## src/assert_macros.svh

```systemverilog
// Assertion macros shared by the random-key multiway cut cost block.
// Each macro expands to one labeled concurrent assertion that reports by $error.
`ifndef ASSERT_MACROS_SVH
`define ASSERT_MACROS_SVH

// The consequent must hold in the same cycle as the antecedent.
`define ASSERT_SAME(name, clk, rst, ante, cons) \
   name: assert property (@(posedge clk) disable iff (rst) (ante) |-> (cons)) \
      else $error("assertion failed: same-cycle implication");

// The consequent must hold in the cycle after the antecedent.
`define ASSERT_NEXT(name, clk, rst, ante, cons) \
   name: assert property (@(posedge clk) disable iff (rst) (ante) |=> (cons)) \
      else $error("assertion failed: next-cycle implication");

`endif

```

## src/rkmc_pkg.sv

```systemverilog
// Package of the multiway cut cost block: widths, codes, shared types
// and the allele-to-group function. Depends on nothing.
`timescale 1ns / 1ps

package rkmc_pkg;

   localparam int MAX_VERTICES  = 1024;
   localparam int MAX_TERMINALS = 256;

   localparam int VTX_W     = $clog2(MAX_VERTICES);
   localparam int GRP_W     = 8;
   localparam int NV_W      = 11;
   localparam int NT_W      = 9;
   localparam int ALLELE_W  = 17;
   localparam int WEIGHT_W  = 16;
   localparam int COST_W    = 32;
   localparam int KIND_W    = 2;
   localparam int CSR_IDX_W = 1;
   localparam int CSR_W     = 11;

   typedef enum logic [KIND_W-1:0] {
      KIND_TERM   = 2'd0,
      KIND_START  = 2'd1,
      KIND_ALLELE = 2'd2,
      KIND_EDGE   = 2'd3
   } kind_type;

   localparam logic [CSR_IDX_W-1:0] CSR_NUM_VERTICES  = 1'b0;
   localparam logic [CSR_IDX_W-1:0] CSR_NUM_TERMINALS = 1'b1;

   typedef enum logic [2:0] {
      ST_CLEAR,
      ST_IDLE,
      ST_SCAN,
      ST_EDGE
   } state_type;

   // One store entry: terminal flag and partition group.
   typedef struct packed {
      logic             flag;
      logic [GRP_W-1:0] group;
   } entry_type;

   typedef struct packed {
      logic             we;
      logic [VTX_W-1:0] waddr;
      entry_type        wdata;
      logic             re;
      logic [VTX_W-1:0] raddr_a;
      logic [VTX_W-1:0] raddr_b;
   } mem_req_type;

   // Effective vertex and terminal counts after clamping.
   typedef struct packed {
      logic [NV_W-1:0] n;
      logic [NT_W-1:0] k;
   } cfg_type;

   typedef struct packed {
      logic clearing;
      logic in_edge;
   } stat_type;

   // Group of a Q16 allele: floor(allele * k / 65536), and k-1 for 1.0 or more.
   function automatic logic [GRP_W-1:0] allele_group(input logic [ALLELE_W-1:0] a,
                                                      input logic [NT_W-1:0] k);
      logic [ALLELE_W+NT_W-2:0] prod;
      logic [NT_W-1:0]          km1;
      prod = {{(NT_W){1'b0}}, a[ALLELE_W-2:0]}
           * {{(ALLELE_W-1){1'b0}}, k};
      km1  = k - NT_W'(1);
      if (a[ALLELE_W-1]) begin
         return km1[GRP_W-1:0];
      end
      return prod[ALLELE_W-2+GRP_W:ALLELE_W-1];
   endfunction

endpackage

```

## src/rkmc_if.sv

```systemverilog
// Valid/ready channel interfaces for the request and response items.
// Depends on rkmc_pkg for field widths.
`timescale 1ns / 1ps

interface rkmc_req_if;
   logic                            valid;
   logic                            ready;
   logic [rkmc_pkg::KIND_W-1:0]     kind;
   logic [rkmc_pkg::VTX_W-1:0]      vertex_a;
   logic [rkmc_pkg::VTX_W-1:0]      vertex_b;
   logic [rkmc_pkg::ALLELE_W-1:0]   allele;
   logic [rkmc_pkg::WEIGHT_W-1:0]   weight;
   logic                            last_edge;

   modport source (output valid, kind, vertex_a, vertex_b, allele, weight, last_edge,
                   input ready);
   modport sink (input valid, kind, vertex_a, vertex_b, allele, weight, last_edge,
                 output ready);
endinterface

interface rkmc_rsp_if;
   logic                            valid;
   logic                            ready;
   logic                            is_cut;
   logic [rkmc_pkg::VTX_W-1:0]      edge_source;
   logic [rkmc_pkg::VTX_W-1:0]      edge_target;
   logic [rkmc_pkg::COST_W-1:0]     running_cost;
   logic                            last;

   modport source (output valid, is_cut, edge_source, edge_target, running_cost, last,
                   input ready);
   modport sink (input valid, is_cut, edge_source, edge_target, running_cost, last,
                 output ready);
endinterface

```

## src/rkmc_ctrl.sv

```systemverilog
// Sequencer of the cut cost block: clearing pass, terminal loads, allele
// scan over terminals, edge evaluation and the response register. Uses rkmc_pkg.
`timescale 1ns / 1ps

module rkmc_ctrl (
   input  logic                  clock,
   input  logic                  reset,
   rkmc_req_if.sink              req_chan,
   rkmc_rsp_if.source            rsp_chan,
   input  rkmc_pkg::cfg_type     cfg,
   output rkmc_pkg::mem_req_type mem_req,
   input  rkmc_pkg::entry_type   rd_a,
   input  rkmc_pkg::entry_type   rd_b,
   output rkmc_pkg::stat_type    stat
);
   import rkmc_pkg::*;

   state_type           state_ff, state_in;
   logic [VTX_W-1:0]    clr_ff, clr_in;
   logic [NV_W-1:0]     cursor_ff, cursor_in;
   logic [NT_W-1:0]     loaded_ff, loaded_in;
   logic [COST_W-1:0]   cost_ff, cost_in;

   logic [GRP_W-1:0]    grp_ff;
   logic [VTX_W-1:0]    va_ff;
   logic [VTX_W-1:0]    vb_ff;
   logic [WEIGHT_W-1:0] weight_ff;
   logic                last_ff;

   logic                rsp_valid_ff, rsp_valid_in;
   logic                cut_o_ff;
   logic [VTX_W-1:0]    src_o_ff;
   logic [VTX_W-1:0]    tgt_o_ff;
   logic [COST_W-1:0]   cost_o_ff;
   logic                last_o_ff;

   logic                accept;
   logic                rsp_free;
   logic                rsp_load;
   logic                cut;
   logic [COST_W:0]     sum;
   logic [NV_W-1:0]     cursor_nxt;

   assign accept     = req_chan.valid && req_chan.ready;
   assign rsp_free   = !rsp_valid_ff || rsp_chan.ready;
   assign cut        = rd_a.group != rd_b.group;
   assign sum        = {1'b0, cost_ff} + {{(COST_W+1-WEIGHT_W){1'b0}}, weight_ff};
   assign cursor_nxt = cursor_ff + NV_W'(1);

   always_comb begin
      state_in     = state_ff;
      clr_in       = clr_ff;
      cursor_in    = cursor_ff;
      loaded_in    = loaded_ff;
      cost_in      = cost_ff;
      mem_req      = '0;
      rsp_load     = 1'b0;
      req_chan.ready = (state_ff == ST_IDLE);

      case (state_ff)
         ST_CLEAR: begin
            mem_req.we    = 1'b1;
            mem_req.waddr = clr_ff;
            clr_in        = clr_ff + VTX_W'(1);
            if (clr_ff == VTX_W'(MAX_VERTICES - 1)) begin
               state_in = ST_IDLE;
            end
         end
         ST_IDLE: begin
            if (accept) begin
               case (kind_type'(req_chan.kind))
                  KIND_TERM: begin
                     if ({1'b0, req_chan.vertex_a} < cfg.n && loaded_ff < cfg.k) begin
                        mem_req.we          = 1'b1;
                        mem_req.waddr       = req_chan.vertex_a;
                        mem_req.wdata.flag  = 1'b1;
                        mem_req.wdata.group = loaded_ff[GRP_W-1:0];
                        loaded_in           = loaded_ff + NT_W'(1);
                     end
                  end
                  KIND_START: begin
                     cost_in   = '0;
                     cursor_in = '0;
                  end
                  KIND_ALLELE: begin
                     if (cursor_ff >= cfg.n) begin
                        cursor_in = cfg.n;
                     end else begin
                        mem_req.re      = 1'b1;
                        mem_req.raddr_a = cursor_ff[VTX_W-1:0];
                        state_in        = ST_SCAN;
                     end
                  end
                  KIND_EDGE: begin
                     mem_req.re      = 1'b1;
                     mem_req.raddr_a = req_chan.vertex_a;
                     mem_req.raddr_b = req_chan.vertex_b;
                     state_in        = ST_EDGE;
                  end
                  default: begin
                  end
               endcase
            end
         end
         ST_SCAN: begin
            if (rd_a.flag) begin
               // Terminal vertex: step over it and look at the next one.
               cursor_in = cursor_nxt;
               if (cursor_nxt >= cfg.n) begin
                  state_in = ST_IDLE;
               end else begin
                  mem_req.re      = 1'b1;
                  mem_req.raddr_a = cursor_nxt[VTX_W-1:0];
               end
            end else begin
               mem_req.we          = 1'b1;
               mem_req.waddr       = cursor_ff[VTX_W-1:0];
               mem_req.wdata.flag  = 1'b0;
               mem_req.wdata.group = grp_ff;
               cursor_in           = cursor_nxt;
               state_in            = ST_IDLE;
            end
         end
         ST_EDGE: begin
            if (rsp_free) begin
               rsp_load = 1'b1;
               if (cut) begin
                  cost_in = sum[COST_W] ? '1 : sum[COST_W-1:0];
               end
               state_in = ST_IDLE;
            end
         end
         default: begin
            state_in = ST_IDLE;
         end
      endcase

      rsp_valid_in = rsp_load || (rsp_valid_ff && !rsp_chan.ready);
   end

   always_ff @(posedge clock) begin
      if (reset) begin
         state_ff     <= ST_CLEAR;
         clr_ff       <= '0;
         cursor_ff    <= '0;
         loaded_ff    <= '0;
         cost_ff      <= '0;
         rsp_valid_ff <= 1'b0;
      end else begin
         state_ff     <= state_in;
         clr_ff       <= clr_in;
         cursor_ff    <= cursor_in;
         loaded_ff    <= loaded_in;
         cost_ff      <= cost_in;
         rsp_valid_ff <= rsp_valid_in;
      end
   end

   always_ff @(posedge clock) begin
      if (accept) begin
         grp_ff    <= allele_group(req_chan.allele, cfg.k);
         va_ff     <= req_chan.vertex_a;
         vb_ff     <= req_chan.vertex_b;
         weight_ff <= req_chan.weight;
         last_ff   <= req_chan.last_edge;
      end
   end

   always_ff @(posedge clock) begin
      if (rsp_load) begin
         cut_o_ff  <= cut;
         src_o_ff  <= va_ff;
         tgt_o_ff  <= vb_ff;
         cost_o_ff <= cost_in;
         last_o_ff <= last_ff;
      end
   end

   assign rsp_chan.valid        = rsp_valid_ff;
   assign rsp_chan.is_cut       = cut_o_ff;
   assign rsp_chan.edge_source  = src_o_ff;
   assign rsp_chan.edge_target  = tgt_o_ff;
   assign rsp_chan.running_cost = cost_o_ff;
   assign rsp_chan.last         = last_o_ff;

   assign stat.clearing = (state_ff == ST_CLEAR);
   assign stat.in_edge  = (state_ff == ST_EDGE);

endmodule

```

## src/flat_wrapper.sv

```systemverilog
// flat-port wrapper written by rule: the top's interface ports become plain ports
module rkmc_ctrl_flat import rkmc_pkg::*;
  (clock, reset, cfg, mem_req, rd_a, rd_b, stat, req_chan_valid, req_chan_kind, req_chan_vertex_a, req_chan_vertex_b, req_chan_allele, req_chan_weight, req_chan_last_edge, req_chan_ready, rsp_chan_valid, rsp_chan_is_cut, rsp_chan_edge_source, rsp_chan_edge_target, rsp_chan_running_cost, rsp_chan_last, rsp_chan_ready);
  rkmc_req_if req_chan_i ();
  rkmc_rsp_if rsp_chan_i ();
  input  logic clock;
  input  logic reset;
  input  rkmc_pkg::cfg_type cfg;
  output rkmc_pkg::mem_req_type mem_req;
  input  rkmc_pkg::entry_type rd_a;
  input  rkmc_pkg::entry_type rd_b;
  output rkmc_pkg::stat_type stat;
  input wire logic [$bits(req_chan_i.valid)-1:0] req_chan_valid;
  input wire logic [$bits(req_chan_i.kind)-1:0] req_chan_kind;
  input wire logic [$bits(req_chan_i.vertex_a)-1:0] req_chan_vertex_a;
  input wire logic [$bits(req_chan_i.vertex_b)-1:0] req_chan_vertex_b;
  input wire logic [$bits(req_chan_i.allele)-1:0] req_chan_allele;
  input wire logic [$bits(req_chan_i.weight)-1:0] req_chan_weight;
  input wire logic [$bits(req_chan_i.last_edge)-1:0] req_chan_last_edge;
  output wire logic [$bits(req_chan_i.ready)-1:0] req_chan_ready;
  output wire logic [$bits(rsp_chan_i.valid)-1:0] rsp_chan_valid;
  output wire logic [$bits(rsp_chan_i.is_cut)-1:0] rsp_chan_is_cut;
  output wire logic [$bits(rsp_chan_i.edge_source)-1:0] rsp_chan_edge_source;
  output wire logic [$bits(rsp_chan_i.edge_target)-1:0] rsp_chan_edge_target;
  output wire logic [$bits(rsp_chan_i.running_cost)-1:0] rsp_chan_running_cost;
  output wire logic [$bits(rsp_chan_i.last)-1:0] rsp_chan_last;
  input wire logic [$bits(rsp_chan_i.ready)-1:0] rsp_chan_ready;
  assign req_chan_i.valid = req_chan_valid;
  assign req_chan_i.kind = req_chan_kind;
  assign req_chan_i.vertex_a = req_chan_vertex_a;
  assign req_chan_i.vertex_b = req_chan_vertex_b;
  assign req_chan_i.allele = req_chan_allele;
  assign req_chan_i.weight = req_chan_weight;
  assign req_chan_i.last_edge = req_chan_last_edge;
  assign req_chan_ready = req_chan_i.ready;
  assign rsp_chan_valid = rsp_chan_i.valid;
  assign rsp_chan_is_cut = rsp_chan_i.is_cut;
  assign rsp_chan_edge_source = rsp_chan_i.edge_source;
  assign rsp_chan_edge_target = rsp_chan_i.edge_target;
  assign rsp_chan_running_cost = rsp_chan_i.running_cost;
  assign rsp_chan_last = rsp_chan_i.last;
  assign rsp_chan_i.ready = rsp_chan_ready;
  rkmc_ctrl u_core (.clock(clock), .reset(reset), .req_chan(req_chan_i), .rsp_chan(rsp_chan_i), .cfg(cfg), .mem_req(mem_req), .rd_a(rd_a), .rd_b(rd_b), .stat(stat));
endmodule
```

## config.mk

```make
export PLATFORM = sky130hd
export DESIGN_NAME = rkmc_ctrl_flat
export DESIGN_NICKNAME = d
export VERILOG_FILES = /design/src/assert_macros.svh /design/src/rkmc_pkg.sv /design/src/rkmc_if.sv /design/src/rkmc_ctrl.sv /design/src/flat_wrapper.sv
export SDC_FILE = /design/constraint.sdc
export NUM_CORES = 1
export LEC_CHECK = 0
export BUFFER_PORTS_ARGS = -buffer_cell sky130_fd_sc_hd__buf_2
export CORE_ASPECT_RATIO = 1.25
export CORE_MARGIN = 2
export CORE_UTILIZATION = 59
export CTS_CLUSTER_SIZE = 10
export DETAILED_ROUTE_END_ITERATION = 7
export PLACE_DENSITY_LB_ADDON = 0.3
export REMOVE_ABC_BUFFERS = 1
export SLEW_MARGIN = 10
export SYNTH_ARGS = -nofsm -noshare
export SYNTH_HDL_FRONTEND = slang
export SYNTH_SLANG_ARGS = --single-unit
```

## constraint.sdc

```tcl
create_clock -name clock -period 8.1 [get_ports clock]
set_input_delay 2.43 -clock clock [delete_from_list [all_inputs] [get_ports clock]]
set_output_delay 2.43 -clock clock [all_outputs]
set_load 0.1 [all_outputs]
```

==> results of run 1 <==
## where the power goes
group / switching, W / internal (W) / total [W]
registers: 0.00000172 / 0.000890 / 0.000892
clock network: 0.000402 / 0.000424 / 0.000826
logic: 0.000548 / 0.000398 / 0.000946
total: 0.000952 / 0.00171 / 0.00266
## synth_stat cells (19+ instances only)
cell type	n	share of area [%]
a21o_1	22	1.2
a21oi_1	57	2.2
a22oi_1	22	1.2
and2_1	95	4.5
clkbuf_1	54	1.5
dfxtp_1	65	9.8
edfxtp_1	99	22
fa_1	98	15
ha_1	107	10
inv_1	154	4.4
nand2_1	124	3.5
nand3_1	34	1.3
nand4_1	19	0.90
nor2_1	91	2.6
nor2b_1	22	1.0
nor3_1	20	0.75
o21a_1	22	1.2
o21ai_0	41	1.5
xnor2_1	31	2.0
xor2_1	32	2.1
## final timing paths
path | end | cells past startpoint | slack [ns] | start
worst max-delay path | mem_req[12] | 11 | 0.46 | cfg[16]
worst min-delay path | u_core.rsp_chan.edge_source[3] | 0 | 0.42 | u_core.va_ff[3]
worst max register to register | u_core.rsp_chan.running_cost[14] | 11 | 4.19 | u_core.weight_ff[0]
worst min register to register | u_core.rsp_chan.edge_source[3] | 0 | 0.42 | u_core.va_ff[3]
## registers in the layout, summed over array words and instances, names as in the netlist, 11 cells and up
name,count
u_core.cost_ff,32
u_core.cursor_ff,11
u_core.rsp_chan.running_cost,32
u_core.weight_ff,16
## cell type report
class                      instances  share of cell area, %
timing repair buffer             207                  8.710
clock buffer                      17                  2.773
sequential                       164                  27.86
inverter                         154                  3.768
tap                              283                  2.308
clock inverter                    15                  1.280
multi-input combinational       1013                  53.25
antenna                            3                0.04893
## worst reg2reg max path: stages (launching register included)
cell and delay (ns):
edfxtp_1 0.43, ha_1 0.26, inv_1 0.08, fa_1 0.21, nor2b_1 0.06, o21a_1 0.20, o21a_1 0.19, o31ai_1 0.45
o211a_1 0.73, nor2_1 0.32, a2111oi_0 0.61, nor3_1 0.11
## cells by family after synthesis
| kind of cell | after synthesis |
|---|---|
| adders and majority gates | 205 |
| buffers and inverters | 218 |
| xor gates and xnor gates | 63 |
| AOI/OAI and AO/OA | 284 |
| and+or+nand+nor | 458 |
| muxes | 3 |
| DFF | 164 |
## routing by layer
layer / part of all wire [%] / vias up / wire [µm]
li1: - / 5187 / -
met5: 0.039 / - / 13
met2: 53 / 463 / 17930
met1: 37 / 5412 / 12510
met3: 6.0 / 102 / 2036
met4: 3.5 / 2 / 1175
## through the flow
stage                     setup TNS (ns)  area (µm²)
after floorplan                   -11.18       13010
after global placement                 0       14710
after detailed placement               0       14710
after CTS                              0       15330
after global routing                   0       15340
final                                  0       15340
==> impl_metrics.py, run 1 <==
metrics = {
    "synthesis": {
        "synth_flop_cell": "edfxtp_1",
        "yosys_warnings": 0,
        "synthMuxAreaShare_pct": 0.2264,
        "async_reset_ff_share_pct": 0,
        "ys_seq_area_share_pct": 32.22,
        "syn_avg_cell_area_um2": 9.508,
        "ys_seq_elements": 164,
        "synthAdderAreaFrac_pct": 24.88,
        "syn_inst": 1395,
        "synth_top_family_by_area": "adder cells",
        "synthSimpleGateAreaFrac_pct": 17.26,
        "synth_cell_types": 69,
        "synthXorXnorAreaFrac_pct": 4.160,
        "syn_area_um2": 13260,
        "synth_edf_count": 99,
        "synth_compound_area_share_pct": 14.95,
    },
    "global_routing": {
        "grt_pass1_wl_mm": 55.46,
        "antenna_found_initial": 4,
        "met3_usage_pct": 4.204,
        "grt_usage_pct": 28.97,
        "grt_use_met1_pct": 32.55,
        "gr-total-overflow": 0,
        "grt_max_degree": 66,
        "grt_util_met2_pct": 53.98,
        "top_usage_layer": "met2",
        "grt_pass1_vias": 11600,
    },
    "worst_setup_path": {
        "start_kind": "input pin",
        "crit_fanout": 10,
        "crit_required_ns": 5.67,
        "cp_top_family": "compound AO/OA/AOI/OAI gates",
        "cp-end-kind": "output pin",
        "crit_chain": "buf_2 -> inv_1 -> ha_1 -> a21o_1 -> a211oi_1 -> o211ai_1 -> a311oi_2 -> and2_1 -> o21ai_0 -> a21oi_1 -> buf_2",
        "critical_path_class": "input pin to output pin",
        "cpMostUsedCell": "buf_2",
        "slowest_delay_ns": 0.49,
        "path_buf_inv": 3,
        "cp_slowest_cell": "buf_2",
        "worstPathArrival_ns": 5.21,
    },
    "floorplan": {
        "die_w_um": 138.1,
        "die_h_um": 171.6,
        "num_rows": 61,
        "io_pins": 197,
        "start_util_pct": 59.93,
        "die_area_um2": 23700,
        "core-area_um2": 22130,
    },
    "drt": {
        "wl_mm": 33.67,
        "via_per_inst": 6.016,
        "drc_errors": 0,
        "wl_per_cell_um": 18.14,
        "first_pass_iters": 6,
        "ant_nets": 0,
        "dr.first_iter.drc_count": 772,
        "vias": 11170,
    },
    "sta": {
        "fin_crit_sh_pct": 94.37,
        "grt_setup_unrepaired": "no",
        "min_period_ns": 7.644,
        "holdWs_ns": 0.4167,
        "max_freq_mhz": 130.8,
        "slew_violations": 0,
        "hold_viol": 0,
        "max-slew-margin-rel_pct": 35.89,
        "layout_setup_ws_ns": 0.4561,
        "setup_viol": 0,
        "fin_skew_ns": 0.01695,
        "tightest_slew_ns": 0.9616,
    },
    "clocking": {
        "cts_buffers": 17,
        "clk_pin_slew_ns": 0.08,
        "worstSkewPairLatency_ns": 0.45,
        "htreeDepth": 4,
        "cts_sinks": 164,
        "clock_path_buffers": 2,
        "cts_root_buf": "clkbuf_16",
        "ctsHoldBuffers": 0,
        "cts_tree": "yes",
        "postCtsSetupBuffers": 0,
        "cts_resized": 0,
    },
    "finish": {
        "drive_above_1_share_pct": 16.05,
        "multi_input_area_um2": 8170,
        "final_cell_mix": "177 x buf_2, 153 x inv_1, 124 x nand2_1",
        "finalNonFillerCells": 1856,
        "syn2layout_area_growth_pct": 15.67,
        "utilization_pct": 69.32,
        "seq_area_um2": 4274,
        "final_nets": 1860,
        "fill_cells": 1739,
        "mostFrequentLayoutCell": "buf_2",
    },
    "job": {
        "cap_violations": 0,
    },
    "place": {
        "gp_congestion": 0.9198,
        "dp_cells": 1821,
        "io_buffers": 195,
        "dpl.hpwl_mm": 24.93,
        "dp_slack_ns": 0.4781,
    },
    "pwr": {
        "p_per_area_nw_per_um2": 173.6,
        "power.leakage_nw": 7.001,
        "power.total_w": 0.002664,
        "ir_worst_vdd_mv": 0.1426,
    },
    "min_path": {
        "min_path_type": "flop to flop",
    },
    "outcome": {
        "status": "finished clean",
    },
}
Note: power is estimated with default switching activity, not from simulation.
==> inputs of run 2 (changes only) <==
Settings changed: ABC_AREA set to 1, CORE_UTILIZATION 59 to 60.
==> run 2 against run 1 <==
Compared with the run above: clock skew is 0.0047 ns lower; first-iteration DRC count up 41%; core utilization is 0.55 points lower; combinational power increased by 63%; critical endpoint is now mem_req[19]; via count grew 23%; die area increased by 11%; largest power group unchanged; synthesized area up 13%; power grew 23%; sequential share of layout area is 2.5 points lower; flip-flop and latch count unchanged; hold slack better by 0.0034 ns; maximum frequency is 5.3% higher.
==> impl_metrics.py, run 2 <==
metrics = {
    "synthesis": {
        "syn_avg_cell_area_um2": 7.397,
        "synth_top_family_by_area": "simple AND/OR/NAND/NOR gates",
        "syn_inst": 2027,
        "async_reset_ff_share_pct": 0,
        "synth_commonest_cells": "624 x nand2_1, 391 x inv_1, 108 x a21oi_1",
        "syn_area_um2": 14990,
        "synthMuxAreaShare_pct": 0,
        "yosys.area.top_type": "edfxtp_1",
        "synth_compound_area_share_pct": 8.712,
        "ys_seq_elements": 164,
        "ys_top_cells_by_area": "edfxtp_1 20%, nand2_1 16%, fa_1 13%",
        "synthXorXnorAreaFrac_pct": 1.928,
        "synth_most_common_cell": "nand2_1",
        "synth_cell_types": 57,
        "synthAdderAreaFrac_pct": 22.01,
        "ys_seq_area_share_pct": 28.51,
        "yosysTopAreaCellShare_pct": 19.83,
        "synth_flop_cell": "edfxtp_1",
        "synthSimpleGateAreaFrac_pct": 26.80,
        "synth_edf_count": 99,
        "yosys_warnings": 0,
    },
    "worst_setup_path": {
        "start_kind": "input pin",
        "crit_chain": "buf_2 -> inv_1 -> ha_1 -> a21oi_1 -> o21a_1 -> nand2_1 -> nor2_1 -> nand3_2 -> o21ai_0 -> nand2_1 -> a21oi_1 -> buf_2",
        "slowest_delay_ns": 0.47,
        "r2r_cells": 10,
        "cp_slowest_cell": "buf_2",
        "worstPathArrival_ns": 4.83,
        "r2r_slack_ns": 4.76,
        "cp-end-kind": "output pin",
        "critical_path_class": "input pin to output pin",
        "cp_top_family": "buffers and inverters",
        "path_buf_inv": 3,
        "timing.rr.start": "u_core.state_ff[1]",
        "crit_fanout": 12,
        "crit_required_ns": 5.67,
        "r2r-end": "u_core.rsp_chan.running_cost[27]",
    },
    "sta": {
        "fin_crit_sh_pct": 89.65,
        "min_period_ns": 7.262,
        "tns_ns": 0,
        "tightest_slew_ns": 1.074,
        "fin_skew_ns": 0.01225,
        "setup_viol": 0,
        "max_freq_mhz": 137.7,
        "hold_viol": 0,
        "grt_setup_unrepaired": "no",
        "slew_violations": 0,
        "layout_setup_ws_ns": 0.8383,
        "max-slew-margin-rel_pct": 28.12,
    },
    "drt": {
        "first_pass_iters": 8,
        "wl_per_cell_um": 15.41,
        "via_per_inst": 5.446,
        "wl_mm": 38.89,
        "ant_nets": 0,
        "vias": 13750,
        "dr.first_iter.drc_count": 1087,
        "drc_errors": 0,
    },
    "clocking": {
        "cts_tree": "yes",
        "worstSkewPairLatency_ns": 0.44,
        "htreeDepth": 4,
        "clock_path_buffers": 2,
        "postCtsSetupBuffers": 0,
        "ctsHoldBuffers": 0,
        "cts_root_buf": "clkbuf_16",
        "cts_sinks": 164,
        "cts_resized": 0,
        "cts_buffers": 17,
        "clk_pin_slew_ns": 0.07,
    },
    "finish": {
        "final_cell_mix": "624 x nand2_1, 390 x inv_1, 186 x buf_2",
        "fill_cells": 2046,
        "mostFrequentLayoutCell": "nand2_1",
        "syn2layout_area_growth_pct": 12.38,
        "finalNonFillerCells": 2524,
        "final_nets": 2483,
        "utilization_pct": 68.77,
        "seq_area_um2": 4274,
        "design_area_um2": 16850,
        "drive_above_1_share_pct": 14.32,
        "multi_input_area_um2": 8921,
    },
    "global_routing": {
        "gr-total-overflow": 0,
        "grt_usage_pct": 30.51,
        "grt_pass1_vias": 13960,
        "antenna_found_initial": 1,
        "grt_pass1_wl_mm": 65.07,
        "grt_max_degree": 71,
    },
    "place": {
        "gp_congestion": 0.9549,
        "dp_cells": 2491,
        "placed_area_um2": 16270,
        "dp_slack_ns": 0.8778,
        "dpl.hpwl_mm": 29.80,
        "io_buffers": 195,
    },
    "pwr": {
        "p_per_area_nw_per_um2": 194.0,
        "power.leakage_nw": 8.717,
        "ir_worst_vdd_mv": 0.1654,
    },
    "floorplan": {
        "io_pins": 197,
        "die_h_um": 180.7,
        "num_rows": 64,
        "start_util_pct": 61.19,
        "die_area_um2": 26280,
        "die_w_um": 145.4,
        "core-area_um2": 24500,
    },
    "min_path": {
        "holdPathStages": 0,
        "worstHoldEndpoint": "u_core.rsp_chan.edge_target[6]",
        "min_path_type": "flop to flop",
        "min_from": "u_core.vb_ff[6]",
    },
    "outcome": {
        "status": "finished clean",
    },
    "job": {
        "cap_violations": 0,
    },
}
[run 2: changes by cell type after synthesis, sizes merged, moves of 22 or more]
cell,delta
nand2,+521
nor2b,-22
inv,+242
a21oi,+68
nand3,+86
and2,-94
[run 2: cells by family (layout without fill, tap and decap cells)]
logic type,count (synthesis),in the layout
simple gates,940,940
buf+inv,466,632
compound gates,219,219
fa+ha+maj,205,205
flops,164,164
xor+xnor,33,33
other cells,0,1
[run 2: routing by layer]
metal  wire (µm)  part of all wire (%)  vias to the layer above  track usage, %
met4        1465                   3.8                        0           14.24
li1            -                     -                     6652               -
met2       19850                    51                      499           54.22
met3        2033                   5.2                      119           4.015
met5           0                     0                        -               0
met1       15550                    40                     6476           36.75
[run 2: power breakdown]
| part | switching (W) | internal, W |
|---|---|---|
| registers | 0.0000167 | 0.000928 |
| logic | 0.00101 | 0.000523 |
| clock network | 0.000374 | 0.000415 |
| total | 0.00140 | 0.00187 |
[run 2: how the worst max path moves through the flow]
stage                   to  slack, ns  startpoint  depth (start not counted)
5_1_grt        mem_req[23]       0.64      cfg[8]                         12
4_1_cts        mem_req[22]       0.87      cfg[4]                         14
3_5_place_dp   mem_req[22]       0.88      cfg[4]                         14
3_3_place_gp   mem_req[19]       0.90     cfg[17]                         12
2_1_floorplan  mem_req[40]       0.05     cfg[11]                          9
6_report       mem_req[19]       0.84     cfg[17]                         12
[run 2: area by class of cell]
| cell class | instances | share of cell area, % |
|---|---|---|
| Antenna cell | 1 | 0.01485 |
| Tap cell | 330 | 2.450 |
| Inverter | 396 | 8.822 |
| Sequential cell | 164 | 25.37 |
| Clock buffer | 18 | 2.606 |
| Timing Repair Buffer | 204 | 6.995 |
| Multi-Input combinational cell | 1397 | 52.94 |
| Clock inverter | 14 | 0.8020 |
[run 2: metrics by stage]
step / hold WS [ns] / total power [W]
3_5_place_dp: 0.4045 / 0.002484
2_1_floorplan: 0.4003 / 0.002110
6_report: 0.4202 / 0.003270
3_3_place_gp: 0.4008 / 0.002446
4_1_cts: 0.4157 / 0.003279
5_1_grt: 0.4214 / 0.003543
